--- src/isgr_pkg.sv ---
// Package: widths, codes, types and helpers for the IMU smoothing block
`timescale 1ns / 1ps
`default_nettype none
package isgr_pkg;
  localparam int SampleW = 32;
  localparam int QuatW   = 16;
  localparam int CountW  = 16;
  localparam int WeightW = 17;
  localparam int SumW    = 48;
  localparam int QFrac   = QuatW - 2;
  localparam int PFrac   = 2 * QFrac;
  localparam int EntW    = PFrac + 4;
  localparam int AccW    = 64;
  localparam int QDepth  = 2;
  localparam int QPtrW   = 1;
  localparam logic [WeightW-1:0] WeightOne = WeightW'(65536);

  localparam logic CMD_SAMPLE  = 1'b0;
  localparam logic CMD_PUBLISH = 1'b1;
  localparam logic [0:0] CFG_WEIGHT = 1'b0;
  localparam logic [0:0] CFG_INIT   = 1'b1;

  typedef enum logic [2:0] {
    ST_IDLE, ST_SMOOTH, ST_DIVIDE, ST_MATRIX, ST_ROT, ST_EMIT0, ST_EMIT1
  } st_t;

  typedef struct packed {
    logic                            publish;
    logic signed [2:0][SampleW-1:0]  accel;
    logic signed [2:0][SampleW-1:0]  rate;
    logic signed [3:0][QuatW-1:0]    quat;
  } job_t;

  typedef struct packed {
    logic                            kind;
    logic signed [3:0][QuatW-1:0]    quat;
    logic signed [2:0][SampleW-1:0]  rate;
    logic signed [2:0][SampleW-1:0]  accel;
    logic                            last;
  } rec_t;

  function automatic logic signed [SampleW-1:0] sat_s(input logic signed [AccW-1:0] v);
    logic signed [AccW-1:0] hi;
    logic signed [AccW-1:0] lo;
    hi = AccW'((64'sd1 <<< (SampleW - 1)) - 64'sd1);
    lo = -hi - AccW'(1);
    if (v > hi) return hi[SampleW-1:0];
    if (v < lo) return lo[SampleW-1:0];
    return v[SampleW-1:0];
  endfunction

  function automatic logic signed [EntW-1:0] clamp_e(input logic signed [AccW-1:0] v);
    logic signed [AccW-1:0] lim;
    lim = AccW'(64'sd1 <<< (PFrac + 2));
    if (v > lim) return lim[EntW-1:0];
    if (v < -lim) return EntW'(-lim);
    return v[EntW-1:0];
  endfunction
endpackage
`default_nettype wire

--- src/isgr_if.sv ---
// Valid/ready channel interfaces for the IMU smoothing block
`timescale 1ns / 1ps
`default_nettype none
interface isgr_job_if import isgr_pkg::*; ();
  logic valid;
  logic ready;
  job_t data;
  modport source (output valid, output data, input ready);
  modport sink (input valid, input data, output ready);
endinterface

`default_nettype wire

--- src/isgr_front.sv ---
// Front end: accepts beats and queues them for the engine
`timescale 1ns / 1ps
`default_nettype none
module isgr_front import isgr_pkg::*; (
  input  wire logic  clk,
  input  wire logic  rst_n,
  isgr_job_if.sink   in_ch,
  output job_t       job,
  output logic       job_valid,
  input  wire logic  job_take
);
  job_t             q_r [QDepth];
  logic [QPtrW-1:0] wp_r, rp_r;
  logic [QPtrW:0]   cnt_r;
  logic             push;

  assign in_ch.ready = (cnt_r != (QPtrW+1)'(QDepth));
  assign push        = in_ch.valid && in_ch.ready;
  assign job_valid   = (cnt_r != '0);
  assign job         = q_r[rp_r];

  always_ff @(posedge clk) begin
    if (push) q_r[wp_r] <= in_ch.data;
    if (!rst_n) begin
      wp_r <= '0; rp_r <= '0; cnt_r <= '0;
    end else begin
      if (push) wp_r <= wp_r + 1'b1;
      if (job_take) rp_r <= rp_r + 1'b1;
      cnt_r <= cnt_r + (QPtrW+1)'(push) - (QPtrW+1)'(job_take);
    end
  end
endmodule
`default_nettype wire

--- src/flat_wrapper.sv ---
// flat-port wrapper written by rule: the top's interface ports become plain ports
module isgr_front_flat import isgr_pkg::*;
  (clk, rst_n, job, job_valid, job_take, in_ch_valid, in_ch_data, in_ch_ready);
  isgr_job_if in_ch_i ();
  input  wire logic clk;
  input  wire logic rst_n;
  output job_t job;
  output logic job_valid;
  input  wire logic job_take;
  input wire logic [$bits(in_ch_i.valid)-1:0] in_ch_valid;
  input wire logic [$bits(in_ch_i.data)-1:0] in_ch_data;
  output wire logic [$bits(in_ch_i.ready)-1:0] in_ch_ready;
  assign in_ch_i.valid = in_ch_valid;
  assign in_ch_i.data = in_ch_data;
  assign in_ch_ready = in_ch_i.ready;
  isgr_front u_core (.clk(clk), .rst_n(rst_n), .in_ch(in_ch_i), .job(job), .job_valid(job_valid), .job_take(job_take));
endmodule
--- config.mk ---
export PLATFORM = sky130hd
export DESIGN_NAME = isgr_front_flat
export DESIGN_NICKNAME = d
export VERILOG_FILES = /design/src/isgr_pkg.sv /design/src/isgr_if.sv /design/src/isgr_front.sv /design/src/flat_wrapper.sv
export SDC_FILE = /design/constraint.sdc
export NUM_CORES = 1
export LEC_CHECK = 0
export BUFFER_PORTS_ARGS = -buffer_cell sky130_fd_sc_hd__buf_2
export CAP_MARGIN = 20
export CORE_MARGIN = 2
export CORE_UTILIZATION = 50
export CTS_CLUSTER_DIAMETER = 30
export DETAILED_ROUTE_END_ITERATION = 10
export PLACE_DENSITY = 0.76
export REMOVE_ABC_BUFFERS = 1
export SYNTH_ARGS = -nofsm -noshare
export SYNTH_HDL_FRONTEND = slang
export SYNTH_SLANG_ARGS = --single-unit
--- constraint.sdc ---
create_clock -name clk -period 12.25 [get_ports clk]
set_input_delay 1.225 -clock clk [delete_from_list [all_inputs] [get_ports clk]]
set_output_delay 1.225 -clock clk [all_outputs]
set_load 0.01 [all_outputs]
=== Word-level counts from Yosys, hierarchy flattened ===
Memory sizes are Yosys's and may differ from the RTL's. A register that Yosys moved wholly into a read port is not among the register bits.
Cells that the tools add are included.

* $mul: 0
* Bitwise gates (word level): 0
* Muxes and demuxes: 4
* Magnitude comparators: 0
* Add/sub/neg operators: 4
* Shifts and indexed selects: 0
* Div/mod/pow operators: 0
* Equal/unequal tests: 1
* Reduce and logical (&&, ||, !) cells: 2

{| class="wikitable"
|+ Operators with widths
! cell !! number
|-
| $mux W1 || 4
|-
| $add A1 B1 Y1 const B || 2
|-
| $add A2 B1 Y2 || 1
|-
| $ne A2 B2 Y1 const B || 1
|-
| $reduce_bool A2 Y1 || 1
|-
| $sub A2 B1 Y2 || 1
|-
| $logic_and A1 B1 Y1 || 1
|}

* Flip-flop bits (word level): 4
* Bits in read-only memories: 0
* RAM bits: 514
* Memories: 1
* Bits in latches: 0
* Input bits: 261
* Logic and storage cells: 15
* Output and inout port bits: 259

{| class="wikitable"
|+ Memory list
! memory !! depth !! bits a word !! read ports !! clocked after Yosys merged registers in !! write ports !! line !! RTL
|-
| u_core.q_r || 2 || 257 || 1 || 1 || 1 || isgr_front.sv:12 || <nowiki>job_t q_r [QDepth];</nowiki>
|}

=== Depth between registers and ports, before layout ===
Gate-level depths: netlist (run 1).

* Depth after elaboration: 4
* Depth in mapped cells: 5
* Mapped depth without buffers: 5

=== Worst setup path before layout (run 1) ===
No wires, ideal clock.

* Path type: input port to flip-flop
* From: input in_ch_valid
* To: memory u_core.q_r[1][0] in the netlist's numbering (enable)
* Path buffers: 0
* Slack: 4.469 ns
* Arrival: 7.129 ns
* Data required time: 11.598 ns
* Setup time: 0.652 ns
* Stages on the path: 1
* Path through: and3_1

* Cells in the longest elaborated chain, start to end: 3

{| class="wikitable"
|+ RTL lines
! what !! line !! RTL
|-
| from (decl) || flat_wrapper.sv:10 || <nowiki>input wire logic [$bits(in_ch_i.valid)-1:0] in_ch_valid;</nowiki>
|-
| $logic_and A1 B1 Y1 || isgr_front.sv:18 || <nowiki>assign push = in_ch.valid && in_ch.ready;</nowiki>
|-
| $mux W1 || isgr_front.sv:23 || <nowiki>if (push) q_r[wp_r] <= in_ch.data;</nowiki>
|-
| $mux W1 (not written as such) || isgr_front.sv:23 ||
|-
| to (decl) || isgr_front.sv:12 ||
|}

Every way passes these cells.

==> results of run 1 <==
==> cells by family after synthesis <==
kind of cell | share of synthesized area (%)
DFF | 78.5
muxes | 19.1
xor gates and xnor gates | 0.0442
and+or+nand+nor | 0.329
buffers and inverters | 1.88
adders and majority gates | 0.0632
AOI/OAI and AO/OA | 0.152
==> power breakdown <==
group	switching (W)	internal, W
clock	0.000916	0.00175
sequential	0.0000401	0.00212
combinational	0.000295	0.000275
==> layer usage <==
layer | GRT usage, % | vias to the layer above | routed length, µm
met5 | 0 | - | 76
met4 | 9.72 | 12 | 1240
met3 | 8.15 | 91 | 4100
met2 | 36.3 | 454 | 23100
met1 | 21.1 | 4961 | 15100
li1 | - | 4559 | -
==> worst paths after layout <==
check                             start                     endpoint
max                            register                       job[0]
min reg2reg    u_core.rp_r$_SDFFE_PN0P_                     register
min            u_core.rp_r$_SDFFE_PN0P_                     register
max reg2reg  u_core.cnt_r[0]$_SDFF_PN0_  u_core.q_r[1][53]$_DFFE_PP_
==> registers in the layout (all words and copies together), names as in the netlist, named ones only <==
register,count
u_core.q_r,514
u_core.cnt_r,2
u_core.rp_r,1
u_core.wp_r,1
==> cells in the mapped netlist <==
cell type and n:
edfxtp_1 514, mux2_4 230, mux2_2 27, buf_6 15
buf_8 11, dfxtp_1 5, and2_1 2, and3_1 2
buf_2 2, inv_1 2, mux2i_1 2, nand2_1 2
nand2b_1 2, a21bo_2 1, a21boi_0 1, a21oi_1 1
buf_12 1, ha_1 1, nand3b_1 1, nor2b_1 1
o21a_1 1, or2_2 1, xor2_1 1
==> cell type report <==
| type | instances | area, µm² |
|---|---|---|
| clock buffer | 102 | 2380 |
| tap | 518 | 648 |
| sequential | 519 | 15500 |
| inverter | 2 | 15.0 |
| fill | 2476 | 12700 |
| multi-input combinational | 276 | 3900 |
| timing repair buffer | 527 | 2670 |
| clock inverter | 76 | 960 |
| antenna | 9 | 22.5 |
==> critical path, delay by kind of cell, from the launching register on <==
kind     cells  cell delay, ps
flops        1             710
buf+inv      2            1050
mux          1             420
==> through the flow <==
stage	utilization, %	cell area, µm²	total power [W]
floorplan	-	19400	0.00265
global placement	58.6	22800	0.00275
detailed placement	58.6	22800	0.00276
CTS	67.3	26100	0.00545
global route	67.3	26100	0.00557
finish	67.3	26100	0.00540
==> results.md, run 1 <==
- Status: complete, no violations
- Startpoint Class: register
- DRC Markers: 0
- Synth top area share: 78.0%
- PortBufs: 519
- Synth-to-layout area growth: 32.0%
- Period minus WS final: 4100 ps
- Register area share after synthesis: 78.5%
- Post-CTS Hold Buffers: 0
- Max_cap viols: 0
- CP Capture Type: output pin
- Fin. Hold Viols: 0
- Worst Hold Class: reg2reg
- Ports: 520
- Clock tree buffer depth: 3
- Synthesized cell area: 19800 µm²
- Setup_tns: 0 ps
- Initial Util: 51.0%
- Cts bufs inserted: 94
- Maximum clock rate: 244 MHz
- Worst-path fanout max: 61
- Yosys top cell by area: edfxtp_1
- Final worst-path cycle share: 33.5%
- Cts repair resizes: 0
- TritonCTS Sinks: 519
- Slew of the pin with the lowest slew margin: 1090 ps
- DP Worst Slack: 8050 ps
- Initial DRT Pass Iterations: 4
- Crit Path Category: reg2out
- Full die area: 41200 µm²
- Routed wire length per instance: 21.5 µm
- GRT Residual Overflow: 0
- Crit-path cells: buf_4 -> mux2_2 -> buf_2
- Vias in the first global route: 10800
- Final setup margin: 8150 ps
- Max stage delay on crit path: 910 ps
- Slew HR: 27.5%
- Post-CTS setup buffers: 0
- R2R setup slack: 8810 ps
- Worst skew pair latency: 610 ps
- CTS tree: yes
- Synth cell types: 23
- Largest net degree at the start of global routing: 125
- DRT iter0 DRCs: 585
- WP data arrival: 2870 ps
- Crit path required time: 11020 ps
- Layout cell share with drive strength beyond 1: 63.1%
- Post-route ant nets: 0
- First-pass GRT wire length: 62.2 mm
- Hold path depth: 2
- Core footprint: 38800 µm²
- Yosys warnings: 0
- CTS root buffer: clkbuf_16
- Commonest cells after routing, fill and taps aside: 519 x buf_2, 514 x edfxtp_1, 230 x mux2_4
- Fin Hold WS: 576 ps
- R2R depth: 4
- Num rows: 72
- DR vias/cell: 4.97
- Commonest non-fill, non-tap cell in the layout: buf_2
- Static Leak: 10.4 nW
- Detailed Route WL: 43.7 mm
- Setup violations, final: 0
- Clock slew at reported path FFs: 50 ps
- Worst IR Drop VDD: 0.000202 V
- Die Y: 203 µm
- Syn Inst Count: 826
- P per Cell Area: 207 nW/µm²
- Post-route insts no fill: 2029
- Htree depth: 3
- Initial antenna violation count: 18
- Tot GR Track Use: 20.5%
- Final slew viol count: 0
- Register bit total from synthesis: 519
- Placer Congestion: 0.786
- Critical-path top delay cell: buf_4
- RSZ-0062 raised after global routing: false
- Synth Area per Inst: 24.0 µm²
- Die width: 203 µm
- Via count: 10100
- Synth area leaders: edfxtp_1 78%, mux2_4 17%, mux2_2 1.5%
- Final Skew: 20.0 ps
- Final #Nets: 1682
- DP Wirelength: 28.0 mm
- Placed Instances: 1842
No activity file was read; power rests on OpenSTA's default activity.
==> inputs of run 2 (changes only) <==
- clock period: 12.25 -> 4.25 ns (I/O delays scaled with it)
==> results.md, run 2 (synthesis results as in run 1) <==
- Detailed Route WL: 48.9 mm (+12%)
- Period minus WS final: 2910 ps
- Fin. Hold Viols: 0 (unchanged)
- Initial DRT Pass Iterations: 5 (+1)
- Crit-path leading delay family: flip-flops
- DRC Markers: 0 (unchanged)
- Routed wire length per instance: 22.0 µm (+2.3%)
- Via count: 11000 (+9.6%)
- Largest regs: u_core.q_r: 514 flops, u_core.cnt_r: 2 flops
- DR vias/cell: 4.97 (about the same)
- Placer Congestion: 0.823 (+4.7%)
- Max reg flops: 514 (unchanged)
- Hold EP: u_core.q_r[1][30]$_DFFE_PP_
- Setup violations, final: 0 (unchanged)
- Worst Hold Class: in2reg
- WP data arrival: 2490 ps (-380 ps)
- Core footprint: 38800 µm² (unchanged)
- Layout cell share with drive strength beyond 1: 55.5% (-7.6 points)
- First-pass GRT wire length: 70.7 mm (+14%)
- Crit. path cell count: 3 (unchanged)
- CP Capture Type: output pin
- Full die area: 41200 µm² (unchanged)
- Placed Instances: 1853 (+0.60%)
- Final slew viol count: 0 (unchanged)
- WP buf/inv: 2 (unchanged)
- Die Y: 203 µm (unchanged)
- Worst skew pair latency: 610 ps (about the same)
- Slew of the pin with the lowest slew margin: 900 ps (-187 ps)
- DRT iter0 DRCs: 578 (-1.2%)
- Commonest cells after routing, fill and taps aside: 519 x buf_2, 514 x edfxtp_1, 230 x mux2_4
- Hold path depth: 1 (-1)
- Worst Hold Launch: in_ch_data[30]
- Final #Nets: 1884 (+12%)
- Vias in the first global route: 12200 (+13%)
- Reg2reg start: u_core.cnt_r[0]$_SDFF_PN0_
- Maximum clock rate: 343 MHz
- Initial antenna violation count: 8 (-10)
- Footprint of the multi-input gates: 3900 µm² (unchanged)
- PortBufs: 519 (unchanged)
- Crit-path cells: buf_4 -> mux2_2 -> buf_2
- Post-route insts no fill: 2223 (+9.6%)
- CTS root buffer: clkbuf_16
- TritonCTS Sinks: 519 (unchanged)
- Initial Util: 51.0% (unchanged)
- Ports: 520 (unchanged)
- Worst R2R End: u_core.q_r[0][56]$_DFFE_PP_
- CTS tree: yes
- Static Leak: 11.2 nW (+7.4%)
- Worst IR Drop VDD: 0.000536 V (+160%)
- Synth-to-layout area growth: 41.2%
- Critical-path top delay cell: dfxtp_4
- Cts bufs inserted: 94 (unchanged)
- Crit Path Category: reg2out
- Setup_tns: 0 ps (unchanged)
- Max stage delay on crit path: 890 ps (-20 ps)
- Status: complete, no violations
- Tot Pwr: 0.0153 W (+180%)
- Clock slew at reported path FFs: 50 ps (about the same)
- P per Cell Area: 547 nW/µm² (+160%)
- Largest reg by FF count: u_core.q_r
- Max_cap viols: 0 (unchanged)
- GRT Residual Overflow: 0 (unchanged)
- Post-route ant nets: 0 (unchanged)
- DP Wirelength: 29.4 mm (+4.9%)
- Die width: 203 µm (unchanged)
- Tot GR Track Use: 23.2% (+2.8 points)
- Num rows: 72 (unchanged)
- Slew HR: 40.0% (+12 points)
- R2R setup slack: 1870 ps (-6940 ps)
- Startpoint Class: register
- FF/Latch Area: 15500 µm² (unchanged)
- Largest net degree at the start of global routing: 113 (-9.6%)
- Final worst-path cycle share: 68.6%
- R2R depth: 4 (unchanged)
- RSZ-0062 raised after global routing: false
- Commonest non-fill, non-tap cell in the layout: buf_2
- Crit path required time: 3830 ps (-7190 ps)
- Htree depth: 3 (unchanged)
- Worst-path fanout max: 43 (-30%)
- Fillers: 2200 (-11%)
- Clock tree buffer depth: 3 (unchanged)
- Final Skew: 20.4 ps (+0.366 ps)
run 2: metrics by stage:
stage          utilization (%)  cell area, µm²  setup slack, ps  hold slack, ps
5_1_grt                   72.0           27900             1220           0.181
6_report                  72.0           28000             1340            27.2
2_1_floorplan                -           19400            -6380             524
3_3_place_gp              59.1           22900             1930             557
3_5_place_dp              59.1           22900             1880             562
4_1_cts                   72.0           27900             1260          0.0433
run 2: area by class of cell:
cell class                 instances  share of cell area (%)
antenna                            5                  0.0448
clock buffer                     110                    8.86
clock inverter                    64                    2.22
inverter                           2                  0.0537
multi-input combinational        276                    13.9
sequential                       519                    55.6
tap                              518                    2.32
timing repair buffer             729                    17.0
run 2: worst reg2reg max path, stage by stage, from the launching register on:
cell	delay [ps]
dfxtp_1	350
nand2b_1	220
nand3b_1	230
inv_8	610
buf_12	580
run 2: metal layers:
layer	GRT usage, %	routed length [µm]	up-vias
met5	0	58	-
met4	10.0	1440	8
met3	7.40	3700	94
met2	42.0	26300	474
met1	24.8	17500	5517
li1	-	-	4954
run 2: where the power goes:
part	leakage (nW)	total (W)	internal, W	switching, W
logic	4.86	0.00183	0.000926	0.000905
clock network	1.49	0.00721	0.00476	0.00245
registers	4.83	0.00625	0.00611	0.000137
total	11.2	0.0153	0.0118	0.00350
run 2: how the worst max path moves through the flow:
stage / to
after floorplan: job[0]
after global placement: u_core.q_r[0][197]$_DFFE_PP_
after detailed placement: u_core.q_r[0][7]$_DFFE_PP_
after CTS: job[12]
after global routing: job[4]
final: job[3]
run 2: timing repair:
action	CTS	global route
buffers inserted	0	0
hold buffers	191	0
endpoints found under the hold margin	369	0
gates resized for setup	0	0
